==> src/debug_packet_deframer_rle_defines.svh <==
// Assertion macros used by the deframer top-level RTL file.
`ifndef DEBUG_PACKET_DEFRAMER_RLE_DEFINES_SVH
`define DEBUG_PACKET_DEFRAMER_RLE_DEFINES_SVH
`ifndef SYNTH
// Implication checked every cycle outside reset.
`define DPDR_ASSERT_IMP(lbl, clk, rst, ante, cons) \
  lbl: assert property (@(posedge clk) disable iff (rst) (ante) |-> (cons)) \
    else $error("deframer assertion failed");
// Next-cycle implication that is also checked during reset.
`define DPDR_ASSERT_NXT(lbl, clk, ante, cons) \
  lbl: assert property (@(posedge clk) (ante) |=> (cons)) \
    else $error("deframer assertion failed");
`else
`define DPDR_ASSERT_IMP(lbl, clk, rst, ante, cons)
`define DPDR_ASSERT_NXT(lbl, clk, ante, cons)
`endif
`endif

==> src/dpdrle_pkg.sv <==
// Shared types, codes and helpers of the debug packet deframer.
`default_nettype none
package dpdrle_pkg;

  localparam int LenBits = 16;
  // Result fields other than item_kind and last, rounded up to whole bytes.
  localparam int TdataBits = ((LenBits + 34 + 7) / 8) * 8;

  localparam logic [1:0] PH_IDLE    = 2'd0;
  localparam logic [1:0] PH_PAYLOAD = 2'd1;
  localparam logic [1:0] PH_DIGIT1  = 2'd2;
  localparam logic [1:0] PH_DIGIT2  = 2'd3;

  localparam logic KIND_RUN = 1'b0;
  localparam logic KIND_END = 1'b1;

  localparam logic [7:0] CH_START  = 8'h24;
  localparam logic [7:0] CH_END    = 8'h23;
  localparam logic [7:0] CH_RUN    = 8'h2A;
  localparam logic [7:0] COUNT_MIN = 8'd30;
  localparam logic [7:0] COUNT_MAX = 8'd126;
  localparam logic [7:0] COUNT_OFS = 8'd29;

  localparam logic [15:0] MAX_LENGTH_RESET = 16'd2500;

  typedef struct packed {
    logic                 item_kind;
    logic [7:0]           data_byte;
    logic [6:0]           repeat_res;
    logic                 checksum_ok;
    logic [7:0]           received_checksum;
    logic [7:0]           computed_checksum;
    logic [LenBits-1:0]   decoded_length;
    logic                 length_overflow;
    logic                 format_error;
    logic                 last;
  } res_t;

  // Nibble value in the low bits; bit 4 set when the byte is not a hex digit.
  function automatic logic [4:0] hex_value(input logic [7:0] b);
    logic [7:0] d;
    d = 8'd0;
    if (b >= 8'h41 && b <= 8'h46) begin
      d = b - 8'h37;
    end else if (b >= 8'h61 && b <= 8'h66) begin
      d = b - 8'h57;
    end else if (b >= 8'h30 && b <= 8'h39) begin
      d = b - 8'h30;
    end else begin
      d = 8'd16;
    end
    return d[4:0];
  endfunction

endpackage
`default_nettype wire

==> src/dpdrle_parser.sv <==
// Packet parser state and the per-byte decode step.
`default_nettype none
module dpdrle_parser (
  input  wire logic                          clk,
  input  wire logic                          rst,
  input  wire logic                          step,
  input  wire logic [7:0]                    in_byte,
  input  wire logic [dpdrle_pkg::LenBits-1:0] max_length,
  output dpdrle_pkg::res_t                   res,
  output logic                               res_emit
);
  import dpdrle_pkg::*;

  logic [1:0]          phase, phase_next;
  logic [7:0]          running_sum, running_sum_next;
  logic [7:0]          previous_byte, previous_byte_next;
  logic                have_previous, have_previous_next;
  logic                expect_count, expect_count_next;
  logic [3:0]          checksum_high, checksum_high_next;
  logic                hex_invalid, hex_invalid_next;
  logic [LenBits-1:0]  length_count, length_count_next;
  logic                overflow_seen, overflow_seen_next;
  logic                format_seen, format_seen_next;

  logic                do_run;
  logic [7:0]          run_value;
  logic [6:0]          run_n;
  logic [LenBits:0]    len_sum;
  logic                run_ovf;
  logic [4:0]          hv;
  logic [7:0]          received;
  logic [7:0]          count_sub;

  always_comb begin
    len_sum   = {1'b0, length_count} + {{(LenBits-6){1'b0}}, run_n};
    run_ovf   = overflow_seen | (len_sum > {1'b0, max_length});
    hv        = hex_value(in_byte);
    count_sub = in_byte - COUNT_OFS;
  end

  always_comb begin
    phase_next         = phase;
    running_sum_next   = running_sum;
    previous_byte_next = previous_byte;
    have_previous_next = have_previous;
    expect_count_next  = expect_count;
    checksum_high_next = checksum_high;
    hex_invalid_next   = hex_invalid;
    length_count_next  = length_count;
    overflow_seen_next = overflow_seen;
    format_seen_next   = format_seen;
    do_run    = 1'b0;
    run_value = in_byte;
    run_n     = 7'd1;
    received  = 8'd0;
    res       = '0;
    res_emit  = 1'b0;

    unique case (phase)
      PH_IDLE: begin
        if (in_byte == CH_START) begin
          phase_next         = PH_PAYLOAD;
          running_sum_next   = 8'd0;
          previous_byte_next = 8'd0;
          have_previous_next = 1'b0;
          expect_count_next  = 1'b0;
          checksum_high_next = 4'd0;
          hex_invalid_next   = 1'b0;
          length_count_next  = '0;
          overflow_seen_next = 1'b0;
          format_seen_next   = 1'b0;
        end
      end
      PH_PAYLOAD: begin
        if (in_byte == CH_END) begin
          if (expect_count) begin
            format_seen_next = 1'b1;
          end
          expect_count_next = 1'b0;
          phase_next        = PH_DIGIT1;
        end else begin
          running_sum_next = running_sum + in_byte;
          if (expect_count) begin
            expect_count_next = 1'b0;
            if (in_byte < COUNT_MIN || in_byte > COUNT_MAX) begin
              format_seen_next = 1'b1;
            end else if (have_previous) begin
              do_run    = 1'b1;
              run_value = previous_byte;
              run_n     = count_sub[6:0];
            end
          end else if (in_byte == CH_RUN) begin
            if (!have_previous) begin
              format_seen_next = 1'b1;
            end
            expect_count_next = 1'b1;
          end else begin
            previous_byte_next = in_byte;
            have_previous_next = 1'b1;
            do_run             = 1'b1;
          end
        end
      end
      PH_DIGIT1: begin
        hex_invalid_next   = hv[4];
        checksum_high_next = hv[3:0];
        phase_next         = PH_DIGIT2;
      end
      PH_DIGIT2: begin
        received = (hex_invalid || hv[4]) ? 8'd0 : {checksum_high, hv[3:0]};
        phase_next              = PH_IDLE;
        res_emit                = 1'b1;
        res.item_kind           = KIND_END;
        res.checksum_ok         = (received == running_sum);
        res.received_checksum   = received;
        res.computed_checksum   = running_sum;
        res.decoded_length      = length_count;
        res.length_overflow     = overflow_seen;
        res.format_error        = format_seen;
        res.last                = 1'b1;
      end
      default: begin
        phase_next = PH_IDLE;
      end
    endcase

    // Length accounting is shared by plain bytes and expanded runs.
    if (do_run) begin
      length_count_next  = len_sum[LenBits] ? {LenBits{1'b1}} : len_sum[LenBits-1:0];
      overflow_seen_next = run_ovf;
      if (!run_ovf) begin
        res_emit       = 1'b1;
        res.item_kind  = KIND_RUN;
        res.data_byte  = run_value;
        res.repeat_res = run_n;
      end
    end
  end

  always_ff @(posedge clk) begin
    if (rst) begin
      phase         <= PH_IDLE;
      running_sum   <= 8'd0;
      previous_byte <= 8'd0;
      have_previous <= 1'b0;
      expect_count  <= 1'b0;
      checksum_high <= 4'd0;
      hex_invalid   <= 1'b0;
      length_count  <= '0;
      overflow_seen <= 1'b0;
      format_seen   <= 1'b0;
    end else if (step) begin
      phase         <= phase_next;
      running_sum   <= running_sum_next;
      previous_byte <= previous_byte_next;
      have_previous <= have_previous_next;
      expect_count  <= expect_count_next;
      checksum_high <= checksum_high_next;
      hex_invalid   <= hex_invalid_next;
      length_count  <= length_count_next;
      overflow_seen <= overflow_seen_next;
      format_seen   <= format_seen_next;
    end
  end

endmodule
`default_nettype wire

==> src/debug_packet_deframer_rle.sv <==
// An accepted byte is captured in the input register; its decoded result, if any, is then registered.
// Throughput: one byte per cycle; the only stall comes from m_axis_tready.
// The input register advances whenever the result register is free or drained.
// Reset clears the packet state and both valid flags, and loads max_length
// with 2500; payload registers are not reset.
`default_nettype none
`include "debug_packet_deframer_rle_defines.svh"
module debug_packet_deframer_rle (
  input  wire logic                                clk,
  input  wire logic                                rst,
  input  wire logic                                s_axis_tvalid,
  output logic                                     s_axis_tready,
  input  wire logic [7:0]                          s_axis_tdata,  // rx_byte
  output logic                                     m_axis_tvalid,
  input  wire logic                                m_axis_tready,
  // data_byte, repeat_res, checksum_ok, received_checksum, computed_checksum,
  // decoded_length, length_overflow, format_error, zero fill
  output logic [dpdrle_pkg::TdataBits-1:0]         m_axis_tdata,
  output logic                                     m_axis_tuser,  // item_kind
  output logic                                     m_axis_tlast,  // last
  input  wire logic                                cfg_valid,
  output logic                                     cfg_ready,
  input  wire logic [dpdrle_pkg::LenBits-1:0]      cfg_data       // max_length
);
  import dpdrle_pkg::*;

  logic               in_valid;
  logic [7:0]         in_byte;
  logic               advance;
  logic [LenBits-1:0] max_length;
  res_t               step_res;
  logic               step_emit;
  res_t               out_res;

  assign advance       = !m_axis_tvalid || m_axis_tready;
  assign s_axis_tready = !in_valid || advance;
  assign cfg_ready     = 1'b1;

  always_ff @(posedge clk) begin
    if (rst) begin
      max_length <= MAX_LENGTH_RESET;
    end else if (cfg_valid) begin
      max_length <= cfg_data;
    end
  end

  always_ff @(posedge clk) begin
    if (rst) begin
      in_valid <= 1'b0;
    end else if (s_axis_tready) begin
      in_valid <= s_axis_tvalid;
    end
  end

  always_ff @(posedge clk) begin
    if (s_axis_tready && s_axis_tvalid) begin
      in_byte <= s_axis_tdata;
    end
  end

  dpdrle_parser u_parser (
    .clk        (clk),
    .rst        (rst),
    .step       (in_valid && advance),
    .in_byte    (in_byte),
    .max_length (max_length),
    .res        (step_res),
    .res_emit   (step_emit)
  );

  always_ff @(posedge clk) begin
    if (rst) begin
      m_axis_tvalid <= 1'b0;
    end else if (advance) begin
      m_axis_tvalid <= in_valid && step_emit;
    end
  end

  always_ff @(posedge clk) begin
    if (advance && in_valid && step_emit) begin
      out_res <= step_res;
    end
  end

  assign m_axis_tuser = out_res.item_kind;
  assign m_axis_tlast = out_res.last;
  assign m_axis_tdata = TdataBits'({out_res.format_error, out_res.length_overflow,
                                    out_res.decoded_length, out_res.computed_checksum,
                                    out_res.received_checksum, out_res.checksum_ok,
                                    out_res.repeat_res, out_res.data_byte});

  `DPDR_ASSERT_NXT(a_reset_clears_out, clk, rst, !m_axis_tvalid)
  `DPDR_ASSERT_IMP(a_last_is_status, clk, rst, m_axis_tvalid,
                   m_axis_tlast == (m_axis_tuser == KIND_END))
  `DPDR_ASSERT_IMP(a_run_has_count, clk, rst,
                   m_axis_tvalid && (m_axis_tuser == KIND_RUN),
                   out_res.repeat_res != 7'd0)
  `DPDR_ASSERT_IMP(a_input_waits, clk, rst, in_valid && !advance, !s_axis_tready)

endmodule
`default_nettype wire
==> config.mk <==
export PLATFORM = sky130hd
export DESIGN_NAME = debug_packet_deframer_rle
export DESIGN_NICKNAME = d
export VERILOG_FILES = /design/src/dpdrle_pkg.sv /design/src/dpdrle_parser.sv /design/src/debug_packet_deframer_rle.sv
export VERILOG_INCLUDE_DIRS = /design/src /design/src/src
export SDC_FILE = /design/constraint.sdc
export NUM_CORES = 1
export LEC_CHECK = 0
export ABC_AREA = 0
export BUFFER_PORTS_ARGS = -buffer_cell sky130_fd_sc_hd__buf_2
export CAP_MARGIN = 30
export CORE_AREA = 2 2 114 116
export CTS_BUF_LIST = sky130_fd_sc_hd__clkbuf_2
export DETAILED_ROUTE_END_ITERATION = 12
export DIE_AREA = 0 0 116 118
export GPL_TIMING_DRIVEN = 0
export PLACE_DENSITY = 0.78
export SYNTH_ARGS = -nofsm -noshare
export SYNTH_HDL_FRONTEND = slang
export SYNTH_SLANG_ARGS = --single-unit
==> constraint.sdc <==
create_clock -name clk -period 7.3 [get_ports clk]
set_clock_uncertainty 0.15 [all_clocks]
set_input_delay 0 -clock clk [delete_from_list [all_inputs] [get_ports clk]]
set_output_delay 0 -clock clk [all_outputs]
set_load 0.02 [all_outputs]
==> results.cfg <==
[critical_path]
cp_max_fo = 26
path_cells = inv_1, ha_1, clkbuf_1, inv_1, a41oi_1, nand2_1, clkbuf_1, nor2_1, ha_1, a21oi_1, o22ai_1, o41ai_2, or3_1, xnor2_1, ha_1, nand4_1, nor2_1, nand3_1, o311ai_0, nand3_1, a21oi_4, buf_16
required_ns = 7.54
path_delay_family = compound AO/OA/AOI/OAI gates
critPathMostFrequentCell = ha_1
reg2reg_depth = 22
end_kind = flip-flop
path_buf_inv = 5
cp_slowest_stage_delay_ns = 0.80
crit-reg2reg-capture = m_axis_tdata[14]
cp-start-kind = flip-flop
arrival_ns = 7.08
crit_path_top_delay_cell = o41ai_2
r2r_start = u_parser.phase[1]
timing.reg2reg.setup_slack_ns = 0.46
path_class = flip-flop to flip-flop

[logic_synthesis]
syn_avg_cell_area_um2 = 9.65
ys_types = 68
synth_area_leaders = edfxtp_1 (27%), dfxtp_1 (19%), ha_1 (7.4%)
yosys.area.top_type = edfxtp_1
synthArstFlopShare_pct = 0
synth_seq_area_share_pct = 45.6
yosys.area.top_type_share_pct = 27.0
netlist_area_mm2 = 0.00656
synthFlopType = dfxtp_1
synth_edf_count = 59
syn_inst = 680
synth-seq-cells = 120
yosys_warnings = 0

[floorplan]
dieHeight_um = 118
rows = 41
ios = 90
start_util_pct = 52.8
dieArea_mm2 = 0.0137
core_mm2 = 0.0124
die_x_um = 116

[sta]
holdWs_ns = 0.273
maxSlewViolCount = 0
hold_viol = 0
fin_crit_sh_pct = 93.7
clock.fmax_mhz = 146
tightest_slew_ns = 0.990
finalSetupViolations = 0
min_period_ns = 6.84
relSlewSlack_pct = 33.3

[final_layout]
area_growth_pct = 28.2
final_nets = 943
finalCoreUtilization_pct = 67.7
multi_input_area_mm2 = 0.00326
drive_gt1_share_pct = 17.0
seq_area_mm2 = 0.00299
nFillCells = 1010

[global_route]
antenna_found_initial = 1
grt_max_degree = 27
grt_util_all_layers_pct = 28.2
grt_overflow_total = 0
grt_pass1_vias = 5954
grt_pass1_wl_um = 29900

[cts]
cts_tree = built
htree_levels = 4
clockBufferDepth = 2
cts_made_buffers = 17
clock_latency_ns = 0.68
cts.repair.resized = 0
cts_root_buffer = clkbuf_2
cts.sinks = 120
clkSlewWorstSetupHoldPaths_ns = 0.20

[routing]
vias = 6122
viasPerCell = 5.78
drc = 0
drtIter0Drc = 549
ant_nets = 0
wl_um = 18900
dr.pass1.iters = 6
wl_per_cell_um = 17.8

[power]
power_density_mw_per_mm2 = 164
p_leak_nw = 3.36
vdd_drop_max_v = 0.0000755

[placed_design]
portBuffers = 81
gp_congestion = 0.910
hpwl_um = 12700

[worst_hold_path]
hp-class = primary input to flip-flop
min-delay-start = s_axis_tvalid
holdPathStages = 3
min_to = in_byte[4]

[run]
maxCapViolations = 0

[run_status]
outcome = finished clean
## worst reg2reg max path, stage by stage (launching register included)
cell and delay [ns]:
dfxtp_1 0.37, inv_1 0.09, ha_1 0.15, clkbuf_1 0.31
inv_1 0.16, a41oi_1 0.45, nand2_1 0.24, clkbuf_1 0.27
nor2_1 0.33, ha_1 0.29, a21oi_1 0.16, o22ai_1 0.15
o41ai_2 0.80, or3_1 0.29, xnor2_1 0.11, ha_1 0.34
nand4_1 0.12, nor2_1 0.18, nand3_1 0.12, o311ai_0 0.12
nand3_1 0.47, a21oi_4 0.64, buf_16 0.25
## cells by family after synthesis
kind of cell	Yosys count	synth area share, %
adders and majority gates	41	8.05
other	2	0.115
muxes	15	2.33
and+or+nand+nor	247	19.1
DFF	120	45.6
buffers and inverters	77	5.19
xor gates and xnor gates	26	3.47
AOI/OAI and AO/OA	152	16.1
## worst max-delay path by stage
stage | slack, ns | from | cells after the start | endpoint
floorplan | 0.001 | in_byte[1] | 20 | m_axis_tdata[0]
global placement | -1.90 | u_parser.phase[1] | 21 | m_axis_tdata[2]
detailed placement | 0.42 | u_parser.phase[1] | 22 | m_axis_tdata[2]
CTS | 0.42 | u_parser.phase[1] | 22 | m_axis_tdata[14]
global route | -0.007 | u_parser.phase[1] | 22 | m_axis_tdata[5]
finish | 0.46 | u_parser.phase[1] | 22 | m_axis_tdata[14]
## stage by stage
stage	worst slack [ns]	area [µm²]	power (W)	TNS, ns	cells
after floorplan	0.00116	6580	0.000788	0	685
after global placement	-1.90	7200	0.000812	-96.98	938
after detailed placement	0.421	7240	0.000815	0	939
after CTS	0.423	8390	0.00137	0	1057
after global routing	-0.00659	8410	0.00142	-0.0284	1059
final	0.462	8410	0.00137	0	1059
## what timing repair did
action	CTS	global route
endpoints found under the setup margin	0	27
hold buffers	86	0
endpoints found under the hold margin	53	0
buffers inserted	0	0
## cell usage in the layout (no fill, tap or decap), types with 9 or more instances in the layout
cell type / netlist / final
a21o_1: 9 / 9
a21oi_1: 50 / 49
and2_1: 32 / 32
and3_1: 13 / 13
buf_2: 8 / 89
buf_4: 11 / 11
clkbuf_1: 19 / 19
clkbuf_2: 0 / 19
dfxtp_1: 61 / 61
dlygate4sd3_1: 0 / 86
edfxtp_1: 59 / 59
ha_1: 39 / 39
inv_1: 35 / 35
mux2i_1: 13 / 13
nand2_1: 50 / 50
nand3_1: 27 / 27
nor2_1: 53 / 53
nor2b_1: 10 / 10
nor3_1: 30 / 30
o211ai_1: 10 / 10
o21ai_0: 14 / 14
xnor2_1: 21 / 21
## state kept, by name, indices dropped and copies added (netlist names)
signal,cells
m_axis_tdata,50
max_length,16
u_parser.length_count,16
in_byte,8
u_parser.previous_byte,8
u_parser.running_sum,8
u_parser.checksum_high,4
u_parser.phase,2
in_valid,1
m_axis_tuser,1
m_axis_tvalid,1
u_parser.expect_count,1
u_parser.format_seen,1
u_parser.have_previous,1
u_parser.hex_invalid,1
u_parser.overflow_seen,1
## cell usage after synthesis (6+ instances only)
library cell / count
and2_1: 32
a21oi_1: 50
nand3_1: 27
nor2_1: 53
nand2_1: 50
edfxtp_1: 59
buf_2: 8
xnor2_1: 21
mux2i_1: 13
dfxtp_1: 61
a211oi_1: 6
inv_1: 35
a22o_1: 7
clkbuf_1: 19
ha_1: 39
o21ai_0: 14
nand4_1: 7
nor3_1: 30
buf_4: 11
and3_1: 13
o211ai_1: 10
a21o_1: 9
nor2b_1: 10
## power breakdown
group / switching, W / internal, W / total [W] / leakage [nW]
combinational: 0.0000650 / 0.0000652 / 0.000130 / 2.21
sequential: 0.00000779 / 0.000710 / 0.000718 / 0.975
clock: 0.000266 / 0.000261 / 0.000526 / 0.173
total: 0.000338 / 0.00104 / 0.00137 / 3.36
## layout make-up
cell class | count | area share (%)
multi-input cells | 489 | 38.8
flip-flops and latches | 120 | 35.6
repair buffers | 168 | 15.4
well taps | 172 | 2.56
plain buffers | 41 | 2.44
clock inverters | 13 | 2.40
inverters | 36 | 1.61
clock buffers | 19 | 1.13
diodes | 1 | 0.0298
## routing by layer
metal  global-route usage (%)  wire length (µm)
met5                        0                 0
met4                     13.7               681
met2                     43.1              8590
met3                     4.58              1500
met1                     38.8              8110
(Power assumes the default switching activity.)
